`config.mk`:
```
export PLATFORM = sky130hd
export DESIGN_NAME = dual_axis_pd_motion_controller_top
export DESIGN_NICKNAME = d
export VERILOG_FILES = /design/src/rtl/dapd_pkg.sv /design/src/rtl/dapd_csr.sv /design/src/rtl/dapd_pd.sv /design/src/rtl/dual_axis_pd_motion_controller_top.sv
export VERILOG_INCLUDE_DIRS = /design/src /design/src/rtl
export SDC_FILE = /design/constraint.sdc
export NUM_CORES = 2
export LEC_CHECK = 0
export ABC_CLOCK_PERIOD_IN_PS = 41000
export BUFFER_PORTS_ARGS = -buffer_cell sky130_fd_sc_hd__buf_2
export CAP_MARGIN = 20
export CORE_MARGIN = 4
export CORE_UTILIZATION = 55
export CTS_BUF_LIST = sky130_fd_sc_hd__clkbuf_8
export DETAILED_ROUTE_END_ITERATION = 7
export PLACE_DENSITY = 0.7
export SETUP_SLACK_MARGIN = 0.05
export SYNTH_ARGS = -nofsm -noshare
export SYNTH_HDL_FRONTEND = slang
export SYNTH_HIERARCHICAL = 1
export SYNTH_SLANG_ARGS = --single-unit
```
`constraint.sdc`:
```
create_clock -name clock -period 41 [get_ports clock]
set_input_delay 2.05 -clock clock [delete_from_list [all_inputs] [get_ports clock]]
set_output_delay 2.05 -clock clock [all_outputs]
set_load 0.05 [all_outputs]
```
`src/rtl/dual_axis_pd_motion_controller_top_assert.svh`:
```
// Assertion macros shared by the motion controller RTL.
// No dependencies; included by the modules that carry assertions.
`ifndef DUAL_AXIS_PD_MOTION_CONTROLLER_TOP_ASSERT_SVH
`define DUAL_AXIS_PD_MOTION_CONTROLLER_TOP_ASSERT_SVH

// same-cycle implication, masked during reset
`define DAPD_ASSERT_IMPLY(lbl, clk, rst, ante, cons, msg) \
   lbl: assert property (@(posedge clk) disable iff (rst) (ante) |-> (cons)) \
      else $error(msg);

// next-cycle implication, masked during reset
`define DAPD_ASSERT_NEXT(lbl, clk, rst, ante, cons, msg) \
   lbl: assert property (@(posedge clk) disable iff (rst) (ante) |=> (cons)) \
      else $error(msg);

`endif

```
`src/rtl/dapd_pkg.sv`:
```
// Shared types and constants of the dual-axis PD motion controller.
// No dependencies; used by dapd_csr, dapd_pd and the top level.
package dapd_pkg;

   localparam int FRAC_BITS = 12;

   // selector codes on the request side
   localparam logic [1:0] OP_DISTANCE = 2'd0;
   localparam logic [1:0] OP_STEER    = 2'd1;
   localparam logic [1:0] OP_SPIN     = 2'd2;

   // motor command codes on the response side
   localparam logic [2:0] CMD_NONE     = 3'd0;
   localparam logic [2:0] CMD_FORWARD  = 3'd1;
   localparam logic [2:0] CMD_BACKWARD = 3'd2;
   localparam logic [2:0] CMD_LEFT     = 3'd3;
   localparam logic [2:0] CMD_RIGHT    = 3'd4;
   localparam logic [2:0] CMD_STOP     = 3'd5;

   // register indexes
   localparam logic [2:0] REG_TARGET_ANGLE        = 3'd0;
   localparam logic [2:0] REG_TARGET_DISTANCE     = 3'd1;
   localparam logic [2:0] REG_ANGLE_KP            = 3'd2;
   localparam logic [2:0] REG_ANGLE_KD            = 3'd3;
   localparam logic [2:0] REG_DISTANCE_KP         = 3'd4;
   localparam logic [2:0] REG_DISTANCE_KD         = 3'd5;
   localparam logic [2:0] REG_MAX_LINEAR_SPEED    = 3'd6;
   localparam logic [2:0] REG_MAX_SPIN_CORRECTION = 3'd7;

   localparam logic [15:0] LATCHED_GAIN   = 16'd1280;  // 5.0 in Q8.8
   localparam logic [6:0]  PCT_MAX        = 7'd100;
   localparam logic [14:0] TARGET_DIST_RST = 15'd320;

   typedef struct packed {
      logic signed [15:0] target_angle;
      logic [14:0]        target_distance;
      logic [15:0]        angle_kp;
      logic [15:0]        angle_kd;
      logic [15:0]        distance_kp;
      logic [15:0]        distance_kd;
      logic [6:0]         max_linear_speed;
      logic [6:0]         max_spin_correction;
   } cfg_type;

   // operands of one PD evaluation
   typedef struct packed {
      logic [15:0]        kp;
      logic [15:0]        kd;
      logic signed [16:0] err;
      logic signed [16:0] prev;
      logic [6:0]         lim;
   } pd_req_type;

endpackage

```
`src/rtl/dapd_csr.sv`:
```
// Configuration register file of the motion controller.
// Depends on dapd_pkg for the register indexes and the cfg_type struct.
module dapd_csr (
   input  logic              clock,
   input  logic              reset,
   input  logic              csr_we,
   input  logic [2:0]        csr_addr,
   input  logic [15:0]       csr_wdata,
   output dapd_pkg::cfg_type cfg
);

   dapd_pkg::cfg_type cfg_ff;
   dapd_pkg::cfg_type cfg_in;

   always_comb begin
      cfg_in = cfg_ff;
      if (csr_we) begin
         case (csr_addr)
            dapd_pkg::REG_TARGET_ANGLE:        cfg_in.target_angle = $signed(csr_wdata);
            dapd_pkg::REG_TARGET_DISTANCE:     cfg_in.target_distance = csr_wdata[14:0];
            dapd_pkg::REG_ANGLE_KP:            cfg_in.angle_kp = csr_wdata;
            dapd_pkg::REG_ANGLE_KD:            cfg_in.angle_kd = csr_wdata;
            dapd_pkg::REG_DISTANCE_KP:         cfg_in.distance_kp = csr_wdata;
            dapd_pkg::REG_DISTANCE_KD:         cfg_in.distance_kd = csr_wdata;
            dapd_pkg::REG_MAX_LINEAR_SPEED:    cfg_in.max_linear_speed = csr_wdata[6:0];
            dapd_pkg::REG_MAX_SPIN_CORRECTION: cfg_in.max_spin_correction = csr_wdata[6:0];
            default:                           cfg_in = cfg_ff;
         endcase
      end
   end

   always_ff @(posedge clock) begin
      if (reset) begin
         cfg_ff.target_angle        <= '0;
         cfg_ff.target_distance     <= dapd_pkg::TARGET_DIST_RST;
         cfg_ff.angle_kp            <= '0;
         cfg_ff.angle_kd            <= '0;
         cfg_ff.distance_kp         <= '0;
         cfg_ff.distance_kd         <= '0;
         cfg_ff.max_linear_speed    <= dapd_pkg::PCT_MAX;
         cfg_ff.max_spin_correction <= dapd_pkg::PCT_MAX;
      end else begin
         cfg_ff <= cfg_in;
      end
   end

   assign cfg = cfg_ff;

endmodule

```
`src/rtl/dapd_pd.sv`:
```
// PD evaluation: kp*e + kd*(e - prev) at Q.12, clamp, truncate to percent.
// Depends on dapd_pkg for pd_req_type and the fixed-point constants.
module dapd_pd (
   input  dapd_pkg::pd_req_type req,
   output logic signed [7:0]    pct
);

   logic signed [17:0] diff;
   logic signed [33:0] p_prod;
   logic signed [34:0] d_prod;
   logic signed [35:0] sum;
   logic [6:0]         lim_c;
   logic signed [35:0] lim_q;
   logic signed [19:0] clamped;
   logic signed [19:0] biased;

   always_comb begin
      diff   = $signed({req.err[16], req.err}) - $signed({req.prev[16], req.prev});
      p_prod = $signed({1'b0, req.kp}) * req.err;
      d_prod = $signed({1'b0, req.kd}) * diff;
      sum    = 36'(p_prod) + 36'(d_prod);

      // limits above 100 percent act as 100
      lim_c = (req.lim > dapd_pkg::PCT_MAX) ? dapd_pkg::PCT_MAX : req.lim;
      lim_q = $signed({17'd0, lim_c, 12'd0});

      if (sum > lim_q) begin
         clamped = lim_q[19:0];
      end else if (sum < -lim_q) begin
         clamped = 20'(-lim_q);
      end else begin
         clamped = sum[19:0];
      end

      // round toward zero: bias negatives before the arithmetic shift
      biased = clamped + (clamped[19] ? 20'sd4095 : 20'sd0);
      pct    = biased[19:dapd_pkg::FRAC_BITS];
   end

endmodule

```
`src/rtl/dual_axis_pd_motion_controller_top.sv`:
```
// Top level of the dual-axis PD motion controller: handshake, state, command decode.
// Depends on dapd_pkg, dapd_csr, dapd_pd and the shared assertion header.
//
//  channel | ports              | word
//  --------+--------------------+---------------------------------------------------
//  req     | req_tvalid/tready  | tuser[1:0] op, tdata[15:0] measurement
//  rsp     | rsp_tvalid/tready  | tuser[2:0] motor_cmd, tdata speeds and on_target
//  csr     | csr_we             | csr_addr register index, csr_wdata value
//
// One word per cycle sustained while rsp is not stalled; each word is held in
// the input register, then in the result register that drives rsp.
// The path from the input register to the result register holds one PD unit
// (two parallel multipliers, add, clamp) followed by the motor mixing.
// Reset is synchronous, active high; it restores register defaults and clears
// the loop state. A stall on rsp holds the result register and backs up into
// the input register; req_tready drops only when both are full.
`include "dual_axis_pd_motion_controller_top_assert.svh"

module dual_axis_pd_motion_controller_top #(
   parameter int ANGLE_DEAD_BAND    = 3,
   parameter int DISTANCE_DEAD_BAND = 2,
   parameter int STEER_DEAD_BAND    = 3
) (
   input  logic        clock,
   input  logic        reset,
   // request stream
   input  logic        req_tvalid,
   output logic        req_tready,
   input  logic [15:0] req_tdata,   // [15:0] measurement
   input  logic [1:0]  req_tuser,   // [1:0] op
   // response stream
   output logic        rsp_tvalid,
   input  logic        rsp_tready,
   output logic [15:0] rsp_tdata,   // [6:0] speed_first, [13:7] speed_second,
                                    // [14] on_target, [15] zero
   output logic [2:0]  rsp_tuser,   // [2:0] motor_cmd
   // configuration writes
   input  logic        csr_we,
   input  logic [2:0]  csr_addr,
   input  logic [15:0] csr_wdata
);

   // dead bands compared as |error| < band * 16 (Q12.4)
   localparam logic [16:0] ANGLE_BAND_Q    = 17'(ANGLE_DEAD_BAND * 16);
   localparam logic [16:0] DISTANCE_BAND_Q = 17'(DISTANCE_DEAD_BAND * 16);
   localparam logic [16:0] STEER_BAND_Q    = 17'(STEER_DEAD_BAND * 16);

   dapd_pkg::cfg_type    cfg;
   dapd_pkg::pd_req_type pd_req;
   logic signed [7:0]    pct;

   // input register
   logic               s1_valid_ff;
   logic [1:0]         s1_op_ff;
   logic signed [15:0] s1_meas_ff;
   logic               req_fire;
   logic               advance;

   // loop state
   logic signed [16:0] last_dist_err_ff, last_dist_err_in;
   logic signed [16:0] last_ang_err_ff,  last_ang_err_in;
   logic signed [7:0]  linear_speed_ff,  linear_speed_in;
   logic               latched_ff,       latched_in;

   // result register
   logic               rsp_valid_ff;
   logic [2:0]         cmd_ff, cmd_in;
   logic [6:0]         spd_a_ff, spd_a_in;
   logic [6:0]         spd_b_ff, spd_b_in;
   logic               on_ff, on_in;

   // datapath
   logic signed [16:0] dist_err;
   logic signed [16:0] ang_err;
   logic [16:0]        dist_mag;
   logic [16:0]        ang_mag;
   logic               latch_now;
   logic signed [7:0]  dist_spd;
   logic signed [7:0]  neg_spd;
   logic signed [7:0]  right_spd;
   logic signed [7:0]  left_spd;
   logic signed [7:0]  neg_right;
   logic signed [7:0]  neg_left;
   logic signed [7:0]  neg_pct;

   // saturate a steering sum to +-100
   function automatic logic signed [7:0] sat_pct(input logic signed [8:0] v);
      logic signed [8:0] hi;
      hi = 9'sd100;
      if (v > hi) begin
         sat_pct = 8'sd100;
      end else if (v < -hi) begin
         sat_pct = -8'sd100;
      end else begin
         sat_pct = v[7:0];
      end
   endfunction

   dapd_csr u_csr (
      .clock     (clock),
      .reset     (reset),
      .csr_we    (csr_we),
      .csr_addr  (csr_addr),
      .csr_wdata (csr_wdata),
      .cfg       (cfg)
   );

   dapd_pd u_pd (
      .req (pd_req),
      .pct (pct)
   );

   // move the held word on when the result register is empty or being drained
   assign advance    = s1_valid_ff && (!rsp_valid_ff || rsp_tready);
   assign req_tready = !s1_valid_ff || advance;
   assign req_fire   = req_tvalid && req_tready;

   always_comb begin
      dist_err  = $signed({s1_meas_ff[15], s1_meas_ff}) -
                  $signed({2'b00, cfg.target_distance});
      ang_err   = $signed({cfg.target_angle[15], cfg.target_angle}) -
                  $signed({s1_meas_ff[15], s1_meas_ff});
      dist_mag  = dist_err[16] ? 17'(-dist_err) : dist_err;
      ang_mag   = ang_err[16]  ? 17'(-ang_err)  : ang_err;
      // a negative distance error switches to the fixed gains for good
      latch_now = latched_ff || dist_err[16];

      // select operands for the shared PD unit
      case (s1_op_ff)
         dapd_pkg::OP_DISTANCE: begin
            pd_req.kp   = latch_now ? dapd_pkg::LATCHED_GAIN : cfg.distance_kp;
            pd_req.kd   = latch_now ? dapd_pkg::LATCHED_GAIN : cfg.distance_kd;
            pd_req.err  = dist_err;
            pd_req.prev = last_dist_err_ff;
            pd_req.lim  = cfg.max_linear_speed;
         end
         dapd_pkg::OP_STEER: begin
            pd_req.kp   = cfg.angle_kp;
            pd_req.kd   = cfg.angle_kd;
            pd_req.err  = ang_err;
            pd_req.prev = last_ang_err_ff;
            pd_req.lim  = dapd_pkg::PCT_MAX;
         end
         default: begin
            pd_req.kp   = cfg.angle_kp;
            pd_req.kd   = cfg.angle_kd;
            pd_req.err  = ang_err;
            pd_req.prev = last_ang_err_ff;
            pd_req.lim  = cfg.max_spin_correction;
         end
      endcase

      // distance: zero inside dead band
      dist_spd = (dist_mag < DISTANCE_BAND_Q) ? 8'sd0 : pct;
      neg_spd  = -dist_spd;

      // steering: split kept speed across the two motors
      right_spd = sat_pct(9'(linear_speed_ff) + 9'(pct));
      left_spd  = sat_pct(9'(linear_speed_ff) - 9'(pct));
      if (ang_mag < STEER_BAND_Q) begin
         right_spd = 8'sd0;
         left_spd  = 8'sd0;
      end
      neg_right = -right_spd;
      neg_left  = -left_spd;
      neg_pct   = -pct;

      // hold state unless this word updates it
      last_dist_err_in = last_dist_err_ff;
      last_ang_err_in  = last_ang_err_ff;
      linear_speed_in  = linear_speed_ff;
      latched_in       = latched_ff;

      cmd_in   = dapd_pkg::CMD_NONE;
      spd_a_in = '0;
      spd_b_in = '0;
      on_in    = 1'b0;

      case (s1_op_ff)
         dapd_pkg::OP_DISTANCE: begin
            last_dist_err_in = dist_err;
            linear_speed_in  = dist_spd;
            latched_in       = latch_now;
            if (dist_spd > 8'sd0) begin
               cmd_in   = dapd_pkg::CMD_FORWARD;
               spd_a_in = dist_spd[6:0];
               spd_b_in = dist_spd[6:0];
            end else if (dist_spd < 8'sd0) begin
               cmd_in   = dapd_pkg::CMD_BACKWARD;
               spd_a_in = neg_spd[6:0];
               spd_b_in = neg_spd[6:0];
            end else begin
               cmd_in = dapd_pkg::CMD_STOP;
            end
         end
         dapd_pkg::OP_STEER: begin
            last_ang_err_in = ang_err;
            if (right_spd > 8'sd0 && left_spd > 8'sd0) begin
               cmd_in   = dapd_pkg::CMD_FORWARD;
               spd_a_in = right_spd[6:0];
               spd_b_in = left_spd[6:0];
            end else if (right_spd < 8'sd0 && left_spd < 8'sd0) begin
               cmd_in   = dapd_pkg::CMD_BACKWARD;
               spd_a_in = neg_right[6:0];
               spd_b_in = neg_left[6:0];
            end else if (right_spd > 8'sd0 && left_spd < 8'sd0) begin
               cmd_in   = dapd_pkg::CMD_LEFT;
               spd_a_in = right_spd[6:0];
               spd_b_in = neg_left[6:0];
            end else if (right_spd < 8'sd0 && left_spd > 8'sd0) begin
               cmd_in   = dapd_pkg::CMD_RIGHT;
               spd_a_in = left_spd[6:0];
               spd_b_in = neg_right[6:0];
            end
         end
         dapd_pkg::OP_SPIN: begin
            last_ang_err_in = ang_err;
            on_in           = (ang_mag < ANGLE_BAND_Q);
            if (pct > 8'sd0) begin
               cmd_in   = dapd_pkg::CMD_RIGHT;
               spd_a_in = pct[6:0];
               spd_b_in = pct[6:0];
            end else if (pct < 8'sd0) begin
               cmd_in   = dapd_pkg::CMD_LEFT;
               spd_a_in = neg_pct[6:0];
               spd_b_in = neg_pct[6:0];
            end
         end
         default: begin
            // unknown selector: all-zero word, no state change
            cmd_in = dapd_pkg::CMD_NONE;
         end
      endcase
   end

   always_ff @(posedge clock) begin
      if (reset) begin
         s1_valid_ff      <= 1'b0;
         rsp_valid_ff     <= 1'b0;
         last_dist_err_ff <= '0;
         last_ang_err_ff  <= '0;
         linear_speed_ff  <= '0;
         latched_ff       <= 1'b0;
      end else begin
         if (req_fire) begin
            s1_valid_ff <= 1'b1;
         end else if (advance) begin
            s1_valid_ff <= 1'b0;
         end
         if (advance) begin
            rsp_valid_ff     <= 1'b1;
            last_dist_err_ff <= last_dist_err_in;
            last_ang_err_ff  <= last_ang_err_in;
            linear_speed_ff  <= linear_speed_in;
            latched_ff       <= latched_in;
         end else if (rsp_tready) begin
            rsp_valid_ff <= 1'b0;
         end
      end
   end

   // payload registers
   always_ff @(posedge clock) begin
      if (req_fire) begin
         s1_op_ff   <= req_tuser;
         s1_meas_ff <= $signed(req_tdata);
      end
      if (advance) begin
         cmd_ff   <= cmd_in;
         spd_a_ff <= spd_a_in;
         spd_b_ff <= spd_b_in;
         on_ff    <= on_in;
      end
   end

   assign rsp_tvalid = rsp_valid_ff;
   assign rsp_tuser  = cmd_ff;
   assign rsp_tdata  = {1'b0, on_ff, spd_b_ff, spd_a_ff};

   `DAPD_ASSERT_NEXT(a_latch_sticks, clock, reset, latched_ff, latched_ff, "gain latch cleared")
   `DAPD_ASSERT_IMPLY(a_speed_range, clock, reset, 1'b1,
      (linear_speed_ff <= 8'sd100) && (linear_speed_ff >= -8'sd100), "kept speed out of range")
   `DAPD_ASSERT_IMPLY(a_idle_cmd_zero, clock, reset,
      rsp_tvalid && (rsp_tuser == dapd_pkg::CMD_NONE || rsp_tuser == dapd_pkg::CMD_STOP),
      rsp_tdata[13:0] == 14'd0, "idle command with nonzero speed")
   `DAPD_ASSERT_IMPLY(a_rsp_speed_max, clock, reset, rsp_tvalid,
      (rsp_tdata[6:0] <= 7'd100) && (rsp_tdata[13:7] <= 7'd100), "speed above 100")
   `DAPD_ASSERT_NEXT(a_advance_shows, clock, reset, advance, rsp_tvalid, "result lost")

endmodule
```
==> run_results.csv <==
group,metric,value,unit
outcome,outcome,"complete, no violations",
synth,seq_area_frac_synth,11.4,%
run,drv_cap,0,
route,ant_nets,0,
worst_setup_path,crit_required,41.35,ns
worst_setup_path,start_kind,"register",
worst_setup_path,crit_type,"reg2reg",
route,routed_wirelength,98.9,mm
die,dieArea,70700,sq um
sta,worst_pin_slew,1.12,ns
pwr,p_int,874,uW
worst_hold_path,hp-class,"reg2reg",
placement,dp_hpwl,79.7,mm
worst_hold_path,worstHoldPathCells,2,
global_route,grt_usage,28.6,%
worst_setup_path,cp_slowest_cell,"o311ai_0",
synth,ys_types,107,
clocking,clock-sinks,190,
sta,fin_setup_tns,0,ns
synth,synth-compound-area-share,11.1,%
route,dr_total_vias,28318,
pwr,peakVddDrop,65.8,uV
worst_setup_path,reg2reg_slack,18.54,ns
layout,final_cells,5021,
global_route,antenna_found_initial,0,
sta,hold_viol,0,
die,num_rows,94,
pwr,pwr-share-comb,83.0,%
layout,fin_nets,5094,
sta,period_needed,22.46,ns
layout,area_delta_synth_final,4.39,%
placement,dp.cells,4987,
clocking,cts_tree,"built",
synth,yosysTopAreaCellShare,32.0,%
route,drtIter0Drc,2088,
pwr,power.switching,1210,uW
synth,yosys_warnings,6,
clocking,clock_latency,0.52,ns
placement,gp_congestion,0.971,
global_route,grt_pass1_vias,29383,
synth,synthesis.area,36600,sq um
worst_setup_path,critPathLaunch,"s1_op_ff[0]",
layout,n_fill_cell,5994,
route,via_per_inst,5.64,
route,routedWlPerCell,19.7,um
clocking,htree_num_levels,4,
route,firstDrtPassIters,5,
global_route,gr-total-overflow,0,
sta,min_period_over_period,54.8,%
worst_setup_path,worstPathArrival,22.81,ns
synth,synth_simple_gate_area_share,18.4,%
synth,synth_most_common_cell,"inv_1",
synth,synth_xor_area_share,2.23,%
sta,max-slew-margin-rel,25.4,%
synth,synthMuxAreaShare,3.42,%
clocking,clkTransAtPathRegs,0.12,ns
pwr,power_density,54.5,nW/um^2
pwr,p_leak,0.0189,uW
synth,synth_edf_count,36,
layout,num_antenna_cells,0,
pwr,p_seq_share,10.3,%
die,die_x,266,um
die,die_y,266,um
synth,ys_seq_elements,190,
worst_setup_path,crit_path_max_incr_delay,0.73,ns
synth,syn_area_per_cell,8.76,sq um
sta,slew_violations,0,
worst_setup_path,setup.worst_path.end,"spd_b_ff[5]",
placement,port_buffers,61,
synth,yosysTopAreaCell,"fa_1",
global_route,grt_first_pass_wirelength,161,mm
route,drc,0,
die,io_pins,63,
clocking,cts_buffer_depth,2,
layout,drive_above_1_share,5.27,%
synth,synthTopCellsByArea,"fa_1 32%, ha_1 11%, dfxtp_1 8.4%, inv_1 8.3%, and2_1 4.9%",
worst_setup_path,end_kind,"register",
clocking,cts-hold-fix-buffers,0,
pwr,pwr-share-clk,6.6,%
die,core_area,65900,sq um
clocking,cts_buffers,17,
sta,final-setup-viol-count,0,
worst_setup_path,reg2regPathDepth,78,
synth,async_flop_share,0,%
worst_setup_path,cp_max_fo,19,
synth,yosys-top-cells-count,"808 x inv_1, 585 x fa_1, 405 x nand2_1",
pwr,swShare,58.0,%
synth,yosys.area_share.adder,43.0,%
synth,synth_fp_nets,5129,
die,start_util,55.6,%
sta,finClkSkew,0.0295,ns
sta,rsz0062_at_grt,"false",
sta,fmax,44.5,MHz
synth,synth_cells,4179,
clocking,post_cts.repair.setup_buffers,0,
synth,synth_ff_type,"dfxtp_1",
clocking,cts_root_buf,"clkbuf_8",
worst_setup_path,rr_startpoint,"s1_op_ff[0]",
clocking,post_cts_resized,0,
worst_setup_path,regToRegEndpoint,"spd_b_ff[5]",
synth,synth_top_family_by_area,"adder cells",
global_route,grt_start_max_net_pins,116,
==> through the flow <==
| step | instance area (sq um) | utilization, % | total power [uW] | worst slack, ns | hold WS [ns] |
|---|---|---|---|---|---|
| after floorplan | 36600 | - | 1490 | 22.37 | 0.436 |
| after global placement | 37700 | 57.3 | 1930 | 19.12 | 0.443 |
| after detailed placement | 37700 | 57.3 | 1910 | 18.86 | 0.449 |
| after CTS | 38200 | 58.0 | 2060 | 18.78 | 0.465 |
| after global routing | 38200 | 58.0 | 2280 | 16.83 | 0.486 |
| final | 38200 | 58.0 | 2080 | 18.54 | 0.462 |
==> cells by family after synthesis <==
logic type | after synthesis
other | 1
multiplexers | 124
AND/OR/NAND/NOR | 1295
XOR/XNOR | 93
AO/OA/AOI/OAI | 578
adder cells (fa/ha/maj) | 908
flip-flops | 190
buffers and inverters | 990
==> final cells by class <==
type	instances	area, sq um	share of cell area (%)
Tap cell	864	1080	2.83
Timing Repair Buffer	125	806	2.11
Clock buffer	17	234	0.612
Multi-Input combinational cell	2999	28700	75.0
Clock inverter	15	219	0.573
Inverter	811	3040	7.97
Sequential cell	190	4160	10.9
==> flip-flops by register name, indices dropped and copies added, names as in the netlist <==
| register | count |
|---|---|
| latched_ff | 1 |
| linear_speed_ff | 8 |
| last_ang_err_ff | 17 |
| u_csr/cfg | 109 |
| s1_op_ff | 2 |
| rsp_tvalid | 1 |
| spd_a_ff | 7 |
| s1_valid_ff | 1 |
| rsp_tuser | 3 |
| s1_meas_ff | 16 |
| on_ff | 1 |
| last_dist_err_ff | 17 |
| spd_b_ff | 7 |
==> worst min path at each step <==
stage                                   start                  end
after global placement    last_ang_err_ff[10]  last_ang_err_ff[10]
after detailed placement  last_ang_err_ff[13]  last_ang_err_ff[13]
after global routing      last_ang_err_ff[13]  last_ang_err_ff[13]
after floorplan           last_ang_err_ff[10]  last_ang_err_ff[10]
after CTS                 last_ang_err_ff[13]  last_ang_err_ff[13]
final                     last_ang_err_ff[13]  last_ang_err_ff[13]
==> worst max-delay path, delay by kind of cell, from the launching register on <==
| family | cells | cell delay, ns |
|---|---|---|
| AO/OA/AOI/OAI | 27 | 7.76 |
| XOR/XNOR | 2 | 0.50 |
| adder cells (fa/ha/maj) | 15 | 6.06 |
| buffers and inverters | 9 | 1.49 |
| flip-flops | 1 | 0.45 |
| multiplexers | 1 | 0.17 |
| AND/OR/NAND/NOR | 24 | 5.79 |
==> layout by cell type (no fill, tap or decap), types with 13 or more instances in the layout <==
cell	netlist	layout
xor2_1	30	30
buf_2	23	60
edfxtp_1	36	36
nand4_1	23	23
buf_4	4	63
a21o_1	31	31
fa_1	585	585
inv_1	808	808
a21oi_1	133	133
and3_1	23	23
or2_2	13	13
or3_1	13	13
a211oi_1	37	37
nand3_1	46	46
nand2b_1	160	159
o22ai_1	15	14
o211ai_1	17	17
o21ai_0	76	74
a31oi_1	22	22
a22o_1	57	57
ha_1	323	322
o31ai_1	17	17
nor3_1	53	52
nor2_1	151	146
clkbuf_8	0	17
xnor2_1	63	63
nor2b_1	51	51
o21ai_1	17	19
dfxtp_1	154	154
and2_1	289	289
o21a_1	23	23
nand2_1	405	405
mux2i_1	117	117
==> power by group through the flow <==
stage | combinational (uW) | sequential [uW] | clock, uW
2_1_floorplan | 1240 | 240 | 0
6_report | 1730 | 215 | 138
3_5_place_dp | 1690 | 220 | 0
3_3_place_gp | 1710 | 220 | 0
4_1_cts | 1710 | 216 | 139
5_1_grt | 1920 | 217 | 147
==> routing by layer <==
metal | up-vias | global-route usage (%) | wire length (um)
met3 | 145 | 3.47 | 5690
met1 | 14077 | 39.9 | 43400
met2 | 863 | 47.2 | 46200
met4 | 0 | 8.69 | 3540
li1 | 13233 | - | -
met5 | - | 0 | 0
(Power assumes the default switching activity.)
